### config.mk
export PLATFORM = sky130hd
export DESIGN_NAME = record_bubble_sort_by_key_flat
export DESIGN_NICKNAME = d
export VERILOG_FILES = /design/src/design/rbs_pkg.sv /design/src/design/rbs_ifs.sv /design/src/design/record_bubble_sort_by_key.sv /design/src/design/rbs_ram.sv /design/src/design/rbs_seq.sv /design/src/flat_wrapper.sv
export SDC_FILE = /design/constraint.sdc
export NUM_CORES = 1
export LEC_CHECK = 0
export BUFFER_PORTS_ARGS = -buffer_cell sky130_fd_sc_hd__buf_4
export CAP_MARGIN = 20
export CORE_ASPECT_RATIO = 1.25
export CORE_UTILIZATION = 56
export DETAILED_ROUTE_END_ITERATION = 10
export GPL_TIMING_DRIVEN = 1
export PLACE_DENSITY = 0.82
export SYNTH_ARGS = -nofsm -noshare
export SYNTH_HDL_FRONTEND = slang
export SYNTH_SLANG_ARGS = --single-unit
### constraint.sdc
create_clock -name clk -period 7 [get_ports clk]
set_input_delay 0.35 -clock clk [delete_from_list [all_inputs] [get_ports clk]]
set_output_delay 0.35 -clock clk [all_outputs]
set_load 0.02 [all_outputs]
### src/design/rbs_pkg.sv
// Shared types for the record bubble sorter.
// Holds the record layout and the emit control bundle; no dependencies.
package rbs_pkg;

    localparam int unsigned REC_W = 48;

    // One stored record, cost in the low bits
    typedef struct packed {
        logic [15:0] code;
        logic [7:0]  carriage;
        logic [7:0]  seat;
        logic [15:0] cost;
    } record_t;

    // Sequencer to output stage: load the RAM read data as a result
    typedef struct packed {
        logic load;
        logic last;
        logic truncated;
    } emit_ctl_t;

endpackage

### src/design/rbs_ifs.sv
// Valid/ready channel interfaces for records in and sorted results out.
// Stand-alone; used by the top level ports.
interface rbs_in_if;
    logic        valid;
    logic        ready;
    logic [15:0] rec_code;
    logic [7:0]  rec_carriage;
    logic [7:0]  rec_seat;
    logic [15:0] rec_cost;
    logic        rec_last;

    modport source (output valid, rec_code, rec_carriage, rec_seat, rec_cost, rec_last,
                    input ready);
    modport sink (input valid, rec_code, rec_carriage, rec_seat, rec_cost, rec_last,
                  output ready);
endinterface

interface rbs_out_if;
    logic        valid;
    logic        ready;
    logic [15:0] out_code;
    logic [7:0]  out_carriage;
    logic [7:0]  out_seat;
    logic [15:0] out_cost;
    logic        out_last;
    logic        out_truncated;

    modport source (output valid, out_code, out_carriage, out_seat, out_cost, out_last,
                    out_truncated, input ready);
    modport sink (input valid, out_code, out_carriage, out_seat, out_cost, out_last,
                  out_truncated, output ready);
endinterface

### src/design/record_bubble_sort_by_key.sv
// Top level of the record sorter: channels, record RAM, sequencer, output register.
// Depends on rbs_pkg, rbs_ifs, rbs_ram and rbs_seq.
//
// Records stream in at one per cycle and are written to a DEPTH-entry RAM; the
// record marked last closes the batch (records past DEPTH are dropped and the
// whole batch is flagged truncated). The batch is then bubble-sorted in place by
// ascending cost, stable for equal costs, stopping after a pass without a swap.
// A pass reads one record per cycle from the registered RAM read port and ends
// with a write of the carried record; at most n - 1 passes run for a batch of n.
// Results leave one at a time, each read issued once the previous result is
// loaded and the output register is free. No input is taken from batch close
// until the last result is loaded into the output register.
module record_bubble_sort_by_key #(
    parameter int unsigned DEPTH = 16
) (
    input  logic      clk,
    input  logic      rst_n,
    rbs_in_if.sink    rec,
    rbs_out_if.source res
);
    import rbs_pkg::*;

    localparam int unsigned AW = $clog2(DEPTH);

    record_t         in_rec;
    record_t         ram_wdata;
    record_t         ram_rdata;
    logic [REC_W-1:0] ram_rdata_raw;
    logic            ram_we;
    logic            ram_re;
    logic [AW-1:0]   ram_waddr;
    logic [AW-1:0]   ram_raddr;
    emit_ctl_t       emit;
    logic            out_free;

    logic            out_valid_reg;
    record_t         out_rec_reg;
    logic            out_last_reg;
    logic            out_trunc_reg;

    assign in_rec.code     = rec.rec_code;
    assign in_rec.carriage = rec.rec_carriage;
    assign in_rec.seat     = rec.rec_seat;
    assign in_rec.cost     = rec.rec_cost;
    assign ram_rdata       = record_t'(ram_rdata_raw);

    // Record store
    rbs_ram #(
        .WIDTH (REC_W),
        .DEPTH (DEPTH)
    ) u_ram (
        .clk   (clk),
        .we    (ram_we),
        .waddr (ram_waddr),
        .wdata (ram_wdata),
        .re    (ram_re),
        .raddr (ram_raddr),
        .rdata (ram_rdata_raw)
    );

    // Load, sort and emit control
    rbs_seq #(
        .DEPTH (DEPTH)
    ) u_seq (
        .clk       (clk),
        .rst_n     (rst_n),
        .in_valid  (rec.valid),
        .in_ready  (rec.ready),
        .in_rec    (in_rec),
        .in_last   (rec.rec_last),
        .out_free  (out_free),
        .emit      (emit),
        .ram_we    (ram_we),
        .ram_waddr (ram_waddr),
        .ram_wdata (ram_wdata),
        .ram_re    (ram_re),
        .ram_raddr (ram_raddr),
        .ram_rdata (ram_rdata)
    );

    // Output register: free when empty or being taken this cycle
    assign out_free = !out_valid_reg || res.ready;

    always_ff @(posedge clk or negedge rst_n)
    begin
        if (!rst_n)
        begin
            out_valid_reg <= 1'b0;
        end
        else if (emit.load)
        begin
            out_valid_reg <= 1'b1;
        end
        else if (res.ready)
        begin
            out_valid_reg <= 1'b0;
        end
    end

    always_ff @(posedge clk)
    begin
        if (emit.load)
        begin
            out_rec_reg   <= ram_rdata;
            out_last_reg  <= emit.last;
            out_trunc_reg <= emit.truncated;
        end
    end

    assign res.valid         = out_valid_reg;
    assign res.out_code      = out_rec_reg.code;
    assign res.out_carriage  = out_rec_reg.carriage;
    assign res.out_seat      = out_rec_reg.seat;
    assign res.out_cost      = out_rec_reg.cost;
    assign res.out_last      = out_last_reg;
    assign res.out_truncated = out_trunc_reg;

`ifndef SYNTHESIS
    // a result is never loaded over one still waiting
    assert property (@(posedge clk) disable iff (!rst_n)
        emit.load |-> (!out_valid_reg || res.ready))
        else $error("result loaded over a pending result");

    // read-ahead never hits the entry being written back
    assert property (@(posedge clk) disable iff (!rst_n)
        (ram_we && ram_re) |-> (ram_waddr != ram_raddr))
        else $error("RAM read and write collide on one entry");

    // the final result of a batch ends emission
    assert property (@(posedge clk) disable iff (!rst_n)
        (emit.load && emit.last) |=> !emit.load)
        else $error("result loaded after the last of a batch");

    // no record is taken in a cycle that loads a result
    assert property (@(posedge clk) disable iff (!rst_n)
        emit.load |-> !rec.ready)
        else $error("input ready during emission");
`endif

endmodule

### src/design/rbs_ram.sv
// Generic simple dual-port RAM, one write and one registered read port.
// No dependencies.
module rbs_ram #(
    parameter int unsigned WIDTH = 48,
    parameter int unsigned DEPTH = 16
) (
    input  logic                     clk,
    input  logic                     we,
    input  logic [$clog2(DEPTH)-1:0] waddr,
    input  logic [WIDTH-1:0]         wdata,
    input  logic                     re,
    input  logic [$clog2(DEPTH)-1:0] raddr,
    output logic [WIDTH-1:0]         rdata
);

    logic [WIDTH-1:0] mem [DEPTH];
    logic [WIDTH-1:0] rdata_reg;

    always_ff @(posedge clk)
    begin
        if (we)
        begin
            mem[waddr] <= wdata;
        end
        if (re)
        begin
            rdata_reg <= mem[raddr];
        end
    end

    assign rdata = rdata_reg;

endmodule

### src/design/rbs_seq.sv
// Load / sort / emit sequencer working on the record RAM.
// Depends on rbs_pkg; drives the RAM ports of rbs_ram.
module rbs_seq #(
    parameter int unsigned DEPTH = 16
) (
    input  logic                     clk,
    input  logic                     rst_n,
    input  logic                     in_valid,
    output logic                     in_ready,
    input  rbs_pkg::record_t         in_rec,
    input  logic                     in_last,
    input  logic                     out_free,
    output rbs_pkg::emit_ctl_t       emit,
    output logic                     ram_we,
    output logic [$clog2(DEPTH)-1:0] ram_waddr,
    output rbs_pkg::record_t         ram_wdata,
    output logic                     ram_re,
    output logic [$clog2(DEPTH)-1:0] ram_raddr,
    input  rbs_pkg::record_t         ram_rdata
);
    import rbs_pkg::*;

    localparam int unsigned AW = $clog2(DEPTH);
    localparam int unsigned CW = $clog2(DEPTH + 1);
    localparam logic [CW-1:0] FULL = CW'(DEPTH);

    typedef enum logic [1:0] {
        S_LOAD,
        S_PASS,
        S_FLUSH,
        S_EMIT
    } state_t;

    state_t        state_reg, state_next;
    logic [CW-1:0] count_reg, count_next;
    logic          ovf_reg, ovf_next;
    logic [CW-1:0] batch_n_reg, batch_n_next;
    logic          trunc_reg, trunc_next;
    logic [CW-1:0] pass_len_reg, pass_len_next;
    logic [CW-1:0] rd_idx_reg, rd_idx_next;
    logic          pend_reg, pend_next;
    logic [AW-1:0] data_idx_reg, data_idx_next;
    record_t       hold_reg, hold_next;
    logic          moved_reg, moved_next;

    logic [CW-1:0] cnt_after;
    logic          ovf_after;
    logic [CW-1:0] pass_end;

    assign in_ready = (state_reg == S_LOAD);
    assign pass_end = pass_len_reg - CW'(1);

    // Next-state and RAM access decode
    always_comb
    begin
        state_next    = state_reg;
        count_next    = count_reg;
        ovf_next      = ovf_reg;
        batch_n_next  = batch_n_reg;
        trunc_next    = trunc_reg;
        pass_len_next = pass_len_reg;
        rd_idx_next   = rd_idx_reg;
        pend_next     = 1'b0;
        data_idx_next = data_idx_reg;
        hold_next     = hold_reg;
        moved_next    = moved_reg;
        cnt_after     = count_reg;
        ovf_after     = ovf_reg;
        ram_we        = 1'b0;
        ram_waddr     = count_reg[AW-1:0];
        ram_wdata     = in_rec;
        ram_re        = 1'b0;
        ram_raddr     = rd_idx_reg[AW-1:0];
        emit          = '0;

        unique case (state_reg)
            S_LOAD:
            begin
                if (in_valid)
                begin
                    // store while room is left, else note the drop
                    if (count_reg < FULL)
                    begin
                        ram_we    = 1'b1;
                        cnt_after = count_reg + CW'(1);
                    end
                    else
                    begin
                        ovf_after = 1'b1;
                    end
                    count_next = cnt_after;
                    ovf_next   = ovf_after;
                    if (in_last)
                    begin
                        batch_n_next  = cnt_after;
                        trunc_next    = ovf_after;
                        pass_len_next = cnt_after;
                        count_next    = '0;
                        ovf_next      = 1'b0;
                        rd_idx_next   = '0;
                        moved_next    = 1'b0;
                        state_next    = (cnt_after >= CW'(2)) ? S_PASS : S_EMIT;
                    end
                end
            end

            S_PASS:
            begin
                // stream reads ahead of the write-back
                if (rd_idx_reg < pass_len_reg)
                begin
                    ram_re        = 1'b1;
                    rd_idx_next   = rd_idx_reg + CW'(1);
                    pend_next     = 1'b1;
                    data_idx_next = rd_idx_reg[AW-1:0];
                end
                // carry the larger record forward, write back the smaller
                if (pend_reg)
                begin
                    if (data_idx_reg != '0)
                    begin
                        ram_we    = 1'b1;
                        ram_waddr = data_idx_reg - AW'(1);
                        if (hold_reg.cost > ram_rdata.cost)
                        begin
                            ram_wdata  = ram_rdata;
                            moved_next = 1'b1;
                        end
                        else
                        begin
                            ram_wdata = hold_reg;
                            hold_next = ram_rdata;
                        end
                    end
                    else
                    begin
                        hold_next = ram_rdata;
                    end
                    if (CW'(data_idx_reg) == pass_end)
                    begin
                        state_next = S_FLUSH;
                    end
                end
            end

            S_FLUSH:
            begin
                // carried record lands at the end of the pass
                ram_we      = 1'b1;
                ram_waddr   = pass_end[AW-1:0];
                ram_wdata   = hold_reg;
                rd_idx_next = '0;
                if (moved_reg && (pass_end >= CW'(2)))
                begin
                    pass_len_next = pass_end;
                    moved_next    = 1'b0;
                    state_next    = S_PASS;
                end
                else
                begin
                    state_next = S_EMIT;
                end
            end

            S_EMIT:
            begin
                // one read per result once the output register frees up
                if (!pend_reg && (rd_idx_reg < batch_n_reg) && out_free)
                begin
                    ram_re      = 1'b1;
                    rd_idx_next = rd_idx_reg + CW'(1);
                    pend_next   = 1'b1;
                end
                if (pend_reg)
                begin
                    emit.load      = 1'b1;
                    emit.last      = (rd_idx_reg == batch_n_reg);
                    emit.truncated = trunc_reg;
                    if (rd_idx_reg == batch_n_reg)
                    begin
                        state_next = S_LOAD;
                    end
                end
            end

            default:
            begin
                state_next = S_LOAD;
            end
        endcase
    end

    // State and control registers
    always_ff @(posedge clk or negedge rst_n)
    begin
        if (!rst_n)
        begin
            state_reg    <= S_LOAD;
            count_reg    <= '0;
            ovf_reg      <= 1'b0;
            batch_n_reg  <= '0;
            trunc_reg    <= 1'b0;
            pass_len_reg <= '0;
            rd_idx_reg   <= '0;
            pend_reg     <= 1'b0;
            data_idx_reg <= '0;
            moved_reg    <= 1'b0;
        end
        else
        begin
            state_reg    <= state_next;
            count_reg    <= count_next;
            ovf_reg      <= ovf_next;
            batch_n_reg  <= batch_n_next;
            trunc_reg    <= trunc_next;
            pass_len_reg <= pass_len_next;
            rd_idx_reg   <= rd_idx_next;
            pend_reg     <= pend_next;
            data_idx_reg <= data_idx_next;
            moved_reg    <= moved_next;
        end
    end

    // Carried record, payload only
    always_ff @(posedge clk)
    begin
        hold_reg <= hold_next;
    end

endmodule

### src/flat_wrapper.sv
// flat-port wrapper written by rule: the top's interface ports become plain ports
module record_bubble_sort_by_key_flat import rbs_pkg::*;
#(
    parameter int unsigned DEPTH = 16
)
  (clk, rst_n, rec_valid, rec_rec_code, rec_rec_carriage, rec_rec_seat, rec_rec_cost, rec_rec_last, rec_ready, res_valid, res_out_code, res_out_carriage, res_out_seat, res_out_cost, res_out_last, res_out_truncated, res_ready);
  rbs_in_if rec_i ();
  rbs_out_if res_i ();
  input  logic clk;
  input  logic rst_n;
  input wire logic [$bits(rec_i.valid)-1:0] rec_valid;
  input wire logic [$bits(rec_i.rec_code)-1:0] rec_rec_code;
  input wire logic [$bits(rec_i.rec_carriage)-1:0] rec_rec_carriage;
  input wire logic [$bits(rec_i.rec_seat)-1:0] rec_rec_seat;
  input wire logic [$bits(rec_i.rec_cost)-1:0] rec_rec_cost;
  input wire logic [$bits(rec_i.rec_last)-1:0] rec_rec_last;
  output wire logic [$bits(rec_i.ready)-1:0] rec_ready;
  output wire logic [$bits(res_i.valid)-1:0] res_valid;
  output wire logic [$bits(res_i.out_code)-1:0] res_out_code;
  output wire logic [$bits(res_i.out_carriage)-1:0] res_out_carriage;
  output wire logic [$bits(res_i.out_seat)-1:0] res_out_seat;
  output wire logic [$bits(res_i.out_cost)-1:0] res_out_cost;
  output wire logic [$bits(res_i.out_last)-1:0] res_out_last;
  output wire logic [$bits(res_i.out_truncated)-1:0] res_out_truncated;
  input wire logic [$bits(res_i.ready)-1:0] res_ready;
  assign rec_i.valid = rec_valid;
  assign rec_i.rec_code = rec_rec_code;
  assign rec_i.rec_carriage = rec_rec_carriage;
  assign rec_i.rec_seat = rec_rec_seat;
  assign rec_i.rec_cost = rec_rec_cost;
  assign rec_i.rec_last = rec_rec_last;
  assign rec_ready = rec_i.ready;
  assign res_valid = res_i.valid;
  assign res_out_code = res_i.out_code;
  assign res_out_carriage = res_i.out_carriage;
  assign res_out_seat = res_i.out_seat;
  assign res_out_cost = res_i.out_cost;
  assign res_out_last = res_i.out_last;
  assign res_out_truncated = res_i.out_truncated;
  assign res_i.ready = res_ready;
  record_bubble_sort_by_key #(.DEPTH(DEPTH)) u_core (.clk(clk), .rst_n(rst_n), .rec(rec_i), .res(res_i));
endmodule
==> impl_summary.txt, run 1 <==
----------------------------------------------------
[Outcome]
  Outcome ... completed

[Worst setup path]
  Crit Path Class ... reg2reg
  Critical Path Start Type ... flop
  Stage delay of the slowest cell on the critical path ... a little over 1000 ps
  Critical path, cell by cell ... inv_1 > ha_1 > nand4_2 > or4_2 > nand2_2 > buf_4 > o21ai_0 > a221oi_1 > buf_2
  Peak fanout along the critical path ... 29
  Crit path capture type ... flop
  Data required time of the critical path ... about 7500 ps
  Slowest-stage cell, CP ... sky130_fd_sc_hd__or4_2
  Data arrival time of the critical path ... 4990 ps

[CTS]
  Clock sink count ... 945
  Clock Tree Buf Depth ... 3
  Clock tree from TritonCTS ... done
  Number of gates resized after CTS ... 0
  Clock insertion delay at the later pin of the skew report ... 630 ps
  Clock tree root buffer cell ... sky130_fd_sc_hd__clkbuf_16
  Number of buffers created by CTS ... 83
  CTS H-Tree Depth ... 3
  Postcts setup bufs ... 0
  Clock transition at the registers of the reported paths ... ~70 ps
  CTS hold repair buffers ... 3

[STA]
  Number of failing setup endpoints in the final timing report ... 0
  Skew final ... 27.04 ps
  Max Clock Freq ... roughly 0.22 GHz
  Ratio of final minimum period to clock period ... between 60% and 70%
  Max-slew headroom ... between 20% and 30%
  Final critical delay including setup and external delays ... between 4000 and 5000 ps
  Slew at the pin closest to its max-slew limit ... about 1100 ps
  Count of final max-slew check failures ... 0
  Unrepaired setup endpoints after global routing ... no
  Setup total negative slack ... 0 ps
  Count of endpoints failing hold in the final timing report ... 0

[Global routing]
  Number of antenna violations at the first check in global routing ... 2
  Peak-usage layer in the global routing report ... met2
  Global-route wire length before repair ... 140.6 mm
  Total routing resource utilization after global routing ... between 20% and 30%
  Leftover overflow at the end of global routing ... 0
  Met1 routing resource usage after global routing ... around 37%
  Largest net degree at the start of global routing ... roughly 110
  Global Route met3 Usage ... approximately 4.8%
  Via count of the first global-routing pass ... ~21000
  Global-route met2 utilization ... between 40% and 50%

[Routing]
  Remaining number of nets flagged by the antenna check after routing ... 0
  Wirelength, routed ... between 90 and 100 mm
  DRC violations left ... 0
  Violation count after the first detailed-route iteration ... 3198
  First-pass iteration count of the detailed router ... 7
  Routed wire per std cell ... 32.71 microns
  Overall via count from detail_route ... between 20000 and 25000
  Via density per instance ... 7.011

[Finish]
  Flip-flop count of the largest register, all copies and words added ... around 770
  Most used cells in the layout excluding fill and tap cells ... sky130_fd_sc_hd__edfxtp_1 (914), sky130_fd_sc_hd__mux4_2 (240), sky130_fd_sc_hd__buf_4 (163), sky130_fd_sc_hd__o21ai_0 (119), sky130_fd_sc_hd__clkbuf_16 (87)
  Commonest non-fill, non-tap cell in the layout ... sky130_fd_sc_hd__edfxtp_1
  Share of cells above drive strength 1 ... approximately 29%
  Final instance area ... roughly 0.043 sq mm
  Net total in the final layout ... 2126
  Number of filler instances in the final layout ... roughly 4200
  Post-synthesis to final-layout area growth ... 12.90%

[Placement]
  Total of buffers placed on input and output ports ... about 100
  Global placement routability congestion ... between 0.8 and 0.9
  Placed wire-length estimate ... slightly above 50 mm
  Post-DP Area ... approximately 0.04 sq mm

[Min path]
  Class of the tightest hold or removal check ... in2async

[Die]
  Core Region ... ~0.067 sq mm
  Initial Utilization ... 56.63%
  Chip Width ... roughly 230 microns
  Row count ... around 110
  IO Pins ... roughly 110
  Area of the die ... between 0.06 and 0.07 sq mm
  Chip Height ... 292.7 microns

[Pwr]
  Peak VDD IR ... 0.2726 mV
  Total power density per cell area ... around 480 mW/mm^2
  Leak Pwr ... 13.68 nW

[Synth]
  Count of distinct cell types in the synthesized netlist ... 63
  #FFs+latches synth ... 945
  Most common flop cell mapped by yosys ... sky130_fd_sc_hd__edfxtp_1
  Yosys synthesis warning count ... 0
  Synth Cell Area ... around 0.038 sq mm
  Synth async-reset ratio ... under 10%
  Fraction of the yosys area taken by sequential cells ... approximately three quarters
  Cells after synthesis ... ~1900
  Number of synthesized flops with an enable pin ... 914
  Net count after synthesis ... ~2000
  Syn avg cell area ... approximately 20 sq um

[Flow run]
  Reported max-cap violation count ... 0

----------------------------------------------------
[path summary, 6_finish.rpt]
check | from | end | slack, ps | cells past startpoint
worst max register to register | u_core.u_ram.rdata[15]$_DFFE_PP_ | u_core.u_ram.mem[11][19]$_DFFE_PP_ | 2480 | 9
min in group clk | rec_rec_cost[3] | u_core.u_ram.mem[15][3]$_DFFE_PP_ | 220 | 3
worst min-delay path | rst_n | u_core.res.valid$_DFFE_PN0P_ | 190 | 2
max in group asynchronous | rst_n | u_core.u_seq.rd_idx_reg[0]$_DFFE_PN0P_ | 6470 | 2
worst max-delay path | u_core.u_ram.rdata[15]$_DFFE_PP_ | u_core.u_ram.mem[11][19]$_DFFE_PP_ | 2480 | 9
worst min register to register | u_core.u_seq.trunc_reg$_DFFE_PN0P_ | u_core.u_seq.trunc_reg$_DFFE_PN0P_ | 490 | 2
[power by group]
group | total (W) | internal (W) | switching, W
Clock | 0.00469 | 0.00267 | 0.00202
Sequential | 0.00928 | 0.00872 | 0.000559
Combinational | 0.00652 | 0.00226 | 0.00426
Total | 0.0205 | 0.0137 | 0.00684
[kinds of logic after synthesis]
logic type / Yosys count / synth area share [%]
flip-flops: 945 / 74.55
AO/OA/AOI/OAI: 272 / 5.011
multiplexers: 252 / 14.61
AND/OR/NAND/NOR: 223 / 2.681
buffers and inverters: 156 / 1.834
adder cells (fa/ha/maj): 34 / 1.124
XOR/XNOR: 8 / 0.1851
[final cells by class]
class	instances	area (sq um)	share of cell area, %
Antenna cell	1	2.502	0.005855
Clock buffer	101	2230	5.217
Clock inverter	47	508.0	1.189
Inverter	43	161.4	0.3777
Multi-Input combinational cell	789	9121	21.34
Sequential cell	945	28230	66.07
Tap cell	864	1081	2.530
Timing Repair Buffer	177	1399	3.273
[worst max-delay path: cells and delay by family, from the launching register on]
family          cells  cell delay [ps]
simple gates        3             1910
compound gates      2              890
buf+inv             3              790
flops               1              450
fa+ha+maj           1              300
[routing by layer]
layer	vias up	routed length (microns)
met5	-	13
met4	2	4751
met3	328	10490
met2	1743	48960
met1	10610	32840
li1	8115	-
[synth_stat cells, drive strengths merged (2+ instances only)]
library cell  number  area (sq um)
edfxtp           914         27450
mux4             240          5405
o21ai            120         600.6
nor2              79         296.5
nand2             77         294.0
clkbuf            70         265.3
a221oi            49         541.8
a31oi             49         362.9
buf               43         267.8
inv               42         157.7
ha                34         425.4
dfrtp             31         775.7
a21oi             18         93.84
nand2b            13         81.33
nand3             10         50.05
nand4              9         62.56
mux2i              7         70.07
xnor2              7         61.31
nor2b              6         37.54
o31ai              6         45.04
a21o               5         37.54
and2               5         33.78
mux2               5         56.30
nor3               5         25.02
and3               4         25.02
or3                4         25.02
or4                4         30.03
a21boi             3         22.52
nor4               3         25.02
o22ai              3         18.77
a311oi             2         23.77
a41o               2         20.02
o21a               2         15.01
o311ai             2         17.52
o41ai              2         17.52
or2                2         12.51
[stage by stage]
stage	utilization (%)	cells	hold slack, ps	total power, W	worst slack, ps
after floorplan	-	1890	54.41	0.01336	1231
after global placement	59.70	2809	308.4	0.01527	2447
after detailed placement	59.73	2810	317.2	0.01561	2147
after CTS	63.87	2961	188.2	0.02037	2034
after global routing	63.94	2967	230.2	0.02108	2312
final	63.94	2967	187.5	0.02049	2476
(Power assumes the default switching activity.)
==> run 2, diff against run 1 <==
clock period = 4.3 ns   (was 7 ns; I/O delays follow)
==> run 2 against run 1 <==
  * First-iteration DRC count shrank 7.2%
  * Global-route usage grew 0.45 points
  * Cell area grew 0.85%
  * Clock-buffer cell count grew 1
  * Setup slack lost 2300 ps
  * Critical path depth is the same
==> impl_summary.txt, run 2 (synthesis gave the netlist of run 1 again) <==
----------------------------------------------------
[Worst setup path]
  Crit Path Class ... reg2reg
  Crit path capture type ... flop
  Data required time of the critical path ... 4580 ps (-2880 ps)
  Crit-path leading delay family ... compound AO/OA/AOI/OAI gates
  Slowest-stage cell, CP ... sky130_fd_sc_hd__a221oi_2
  Critical path, cell by cell ... inv_1 > ha_1 > nand4_2 > or3_1 > a21oi_1 > or4_2 > buf_12 > a31oi_1 > a221oi_2
  Data arrival time of the critical path ... 4410 ps (-580 ps)
  Peak fanout along the critical path ... 22 (-24%)
  Critical Path Start Type ... flop
  Stage delay of the slowest cell on the critical path ... 950 ps (-80 ps)
  Buf+Inv Stages, Crit Path ... 2 (-1)

[Placement]
  Total of buffers placed on input and output ports ... 104 (unchanged)
  Post-Place Cells ... 2838 (+1.0%)
  Post-DP Area ... 0.04047 sq mm (+1.4%)
  Placed wire-length estimate ... 49.80 mm (-2.0%)
  Global placement routability congestion ... 0.8789 (+1.4%)

[STA]
  Ratio of final minimum period to clock period ... 95.95% (+31 points)
  Setup total negative slack ... 0 ps (unchanged)
  Unrepaired setup endpoints after global routing ... no
  Number of failing setup endpoints in the final timing report ... 0 (unchanged)
  Max Clock Freq ... 0.2424 GHz (+9.7%)
  Skew final ... 18.55 ps (-8.494 ps)
  Slew at the pin closest to its max-slew limit ... 1090 ps (-58.19 ps)
  Max-slew headroom ... 27.37% (+3.9 points)
  Final critical delay including setup and external delays ... 4126 ps (-398.3 ps)
  Count of final max-slew check failures ... 0 (unchanged)
  Count of endpoints failing hold in the final timing report ... 0 (unchanged)

[Global routing]
  Total routing resource utilization after global routing ... 29.24% (+0.45 points)
  Leftover overflow at the end of global routing ... 0 (unchanged)
  Via count of the first global-routing pass ... 21640 (+1.9%)
  Largest net degree at the start of global routing ... 106 (-0.93%)
  Global-route wire length before repair ... 142.4 mm (+1.3%)
  Number of antenna violations at the first check in global routing ... 0 (-2)

[Pwr]
  Peak VDD IR ... 0.6223 mV (+130%)
  Total power density per cell area ... 777.3 mW/mm^2 (+62%)
  Switching power of the nets ... 0.01131 W (+65%)
  Part of the power in registers ... 45.0% (-0.3 points)
  Share of power burned in the clock network ... 21.7% (-1.2 points)
  Internal portion of total power ... 0.02219 W (+63%)
  Leak Pwr ... 13.80 nW (+0.89%)
  Switching fraction of total power ... 33.76% (+0.38 points)
  Combinational group share of total power ... 33.3% (+1.5 points)

[Finish]
  Net total in the final layout ... 2150 (+1.1%)
  Final instance area ... 0.04310 sq mm (+0.85%)
  Antenna fix cells ... 0 (-1)
  Post-synthesis to final-layout area growth ... 13.86%
  Share of cells above drive strength 1 ... 29.22% (+0.44 points)
  Number of filler instances in the final layout ... 4143 (-0.70%)
  Number of standard cells in the layout, taps in and fillers out ... 2989 (+0.74%)
  Final cell utilization of the core ... 64.48% (+0.54 points)
  Commonest non-fill, non-tap cell in the layout ... sky130_fd_sc_hd__edfxtp_1
  Most used cells in the layout excluding fill and tap cells ... sky130_fd_sc_hd__edfxtp_1 (914), sky130_fd_sc_hd__mux4_2 (240), sky130_fd_sc_hd__buf_4 (164), sky130_fd_sc_hd__o21ai_0 (119), sky130_fd_sc_hd__clkbuf_16 (84)
  Flip-flop count of the largest register, all copies and words added ... 768 (unchanged)

[CTS]
  Clock Tree Buf Depth ... 3 (unchanged)
  Clock insertion delay at the later pin of the skew report ... 640 ps (about the same)
  Number of gates resized after CTS ... 0 (unchanged)
  Postcts setup bufs ... 0 (unchanged)
  Clock sink count ... 945 (unchanged)
  Clock transition at the registers of the reported paths ... 60 ps (about the same)
  CTS H-Tree Depth ... 3 (unchanged)
  Clock tree root buffer cell ... sky130_fd_sc_hd__clkbuf_16
  Number of buffers created by CTS ... 84 (+1.2%)
  Clock tree from TritonCTS ... done

[Die]
  Area of the die ... 0.06865 sq mm (unchanged)
  Chip Width ... 234.6 microns (unchanged)
  IO Pins ... 105 (unchanged)
  Row count ... 106 (unchanged)
  Chip Height ... 292.7 microns (unchanged)
  Initial Utilization ... 56.63% (unchanged)
  Core Region ... 0.06684 sq mm (unchanged)

[Routing]
  Wirelength, routed ... 98.06 mm (+1.0%)
  Via density per instance ... 7.020 (+0.13%)
  Routed wire per std cell ... 32.81 microns (+0.28%)
  Remaining number of nets flagged by the antenna check after routing ... 0 (unchanged)
  Violation count after the first detailed-route iteration ... 2967 (-7.2%)
  Overall via count from detail_route ... 20980 (+0.87%)
  DRC violations left ... 0 (unchanged)
  First-pass iteration count of the detailed router ... 7 (unchanged)

[Flow run]
  Reported max-cap violation count ... 0 (unchanged)

[Outcome]
  Outcome ... completed

[Min path]
  Class of the tightest hold or removal check ... in2async

----------------------------------------------------
-- run 2: power groups by stage --
stage	sequential (W)	clock (W)	combinational [W]
after global routing	0.0152	0.00763	0.0117
after CTS	0.0150	0.00731	0.0110
after floorplan	0.0149	0	0.00683
final	0.0151	0.00728	0.0112
after global placement	0.0150	0	0.0103
after detailed placement	0.0151	0	0.0108
-- run 2: worst paths after layout --
check / from / end / slack, ps / cells after the start
min: rst_n / u_core.res.valid$_DFFE_PN0P_ / 60 / 2
min in group clk: rec_valid / u_core.u_seq.ovf_reg$_DFFE_PN0P_ / 120 / 3
max reg2reg: u_core.u_ram.rdata[13]$_DFFE_PP_ / u_core.u_ram.mem[11][27]$_DFFE_PP_ / 170 / 9
max in group asynchronous: rst_n / u_core.u_seq.rd_idx_reg[0]$_DFFE_PN0P_ / 3910 / 2
min reg2reg: u_core.u_ram.rdata[23]$_DFFE_PP_ / u_core.res.out_seat[7]$_DFFE_PP_ / 490 / 0
max: u_core.u_ram.rdata[13]$_DFFE_PP_ / u_core.u_ram.mem[11][27]$_DFFE_PP_ / 170 / 9
-- run 2: area by class of cell --
type / count / area [sq um] / share of cell area (%)
inverters: 43 / 161.4 / 0.3745
repair buffers: 200 / 1922 / 4.459
well taps: 864 / 1081 / 2.508
clock buffers: 102 / 2180 / 5.057
clock inverters: 46 / 420.4 / 0.9754
flip-flops and latches: 945 / 28230 / 65.51
multi-input cells: 789 / 9102 / 21.12
-- run 2: stage by stage --
step / hold WS (ps) / total power (W) / setup WS, ps
after global placement: 176.1 / 0.02528 / 616.8
after global routing: 97.87 / 0.03447 / 75.52
after detailed placement: 176.9 / 0.02591 / 403.5
after CTS: 55.78 / 0.03332 / 295.2
after floorplan: -80.59 / 0.02174 / -114.5
final: 56.50 / 0.03350 / 173.9
-- run 2: routing by layer --
| layer | vias to the layer above | part of all wire [%] | track usage (%) |
|---|---|---|---|
| li1 | 8164 | - | - |
| met1 | 10630 | 34 | 38.58 |
| met2 | 1869 | 50 | 47.46 |
| met3 | 324 | 12 | 5.822 |
| met4 | 0 | 4.2 | 12.76 |
| met5 | - | 0 | 0 |
-- run 2: timing repair --
item                       4_1_cts  5_1_grt
setup endpoints to repair        0        0
hold buffers                     3        0
hold endpoints to repair        37        0
-- run 2: worst register-to-register path, delay by kind of cell (launching register included) --
kind	cells	cell delay [ps]
buffers and inverters	2	400
AO/OA/AOI/OAI	3	1410
adder cells (fa/ha/maj)	1	330
AND/OR/NAND/NOR	3	1210
flip-flops	1	410
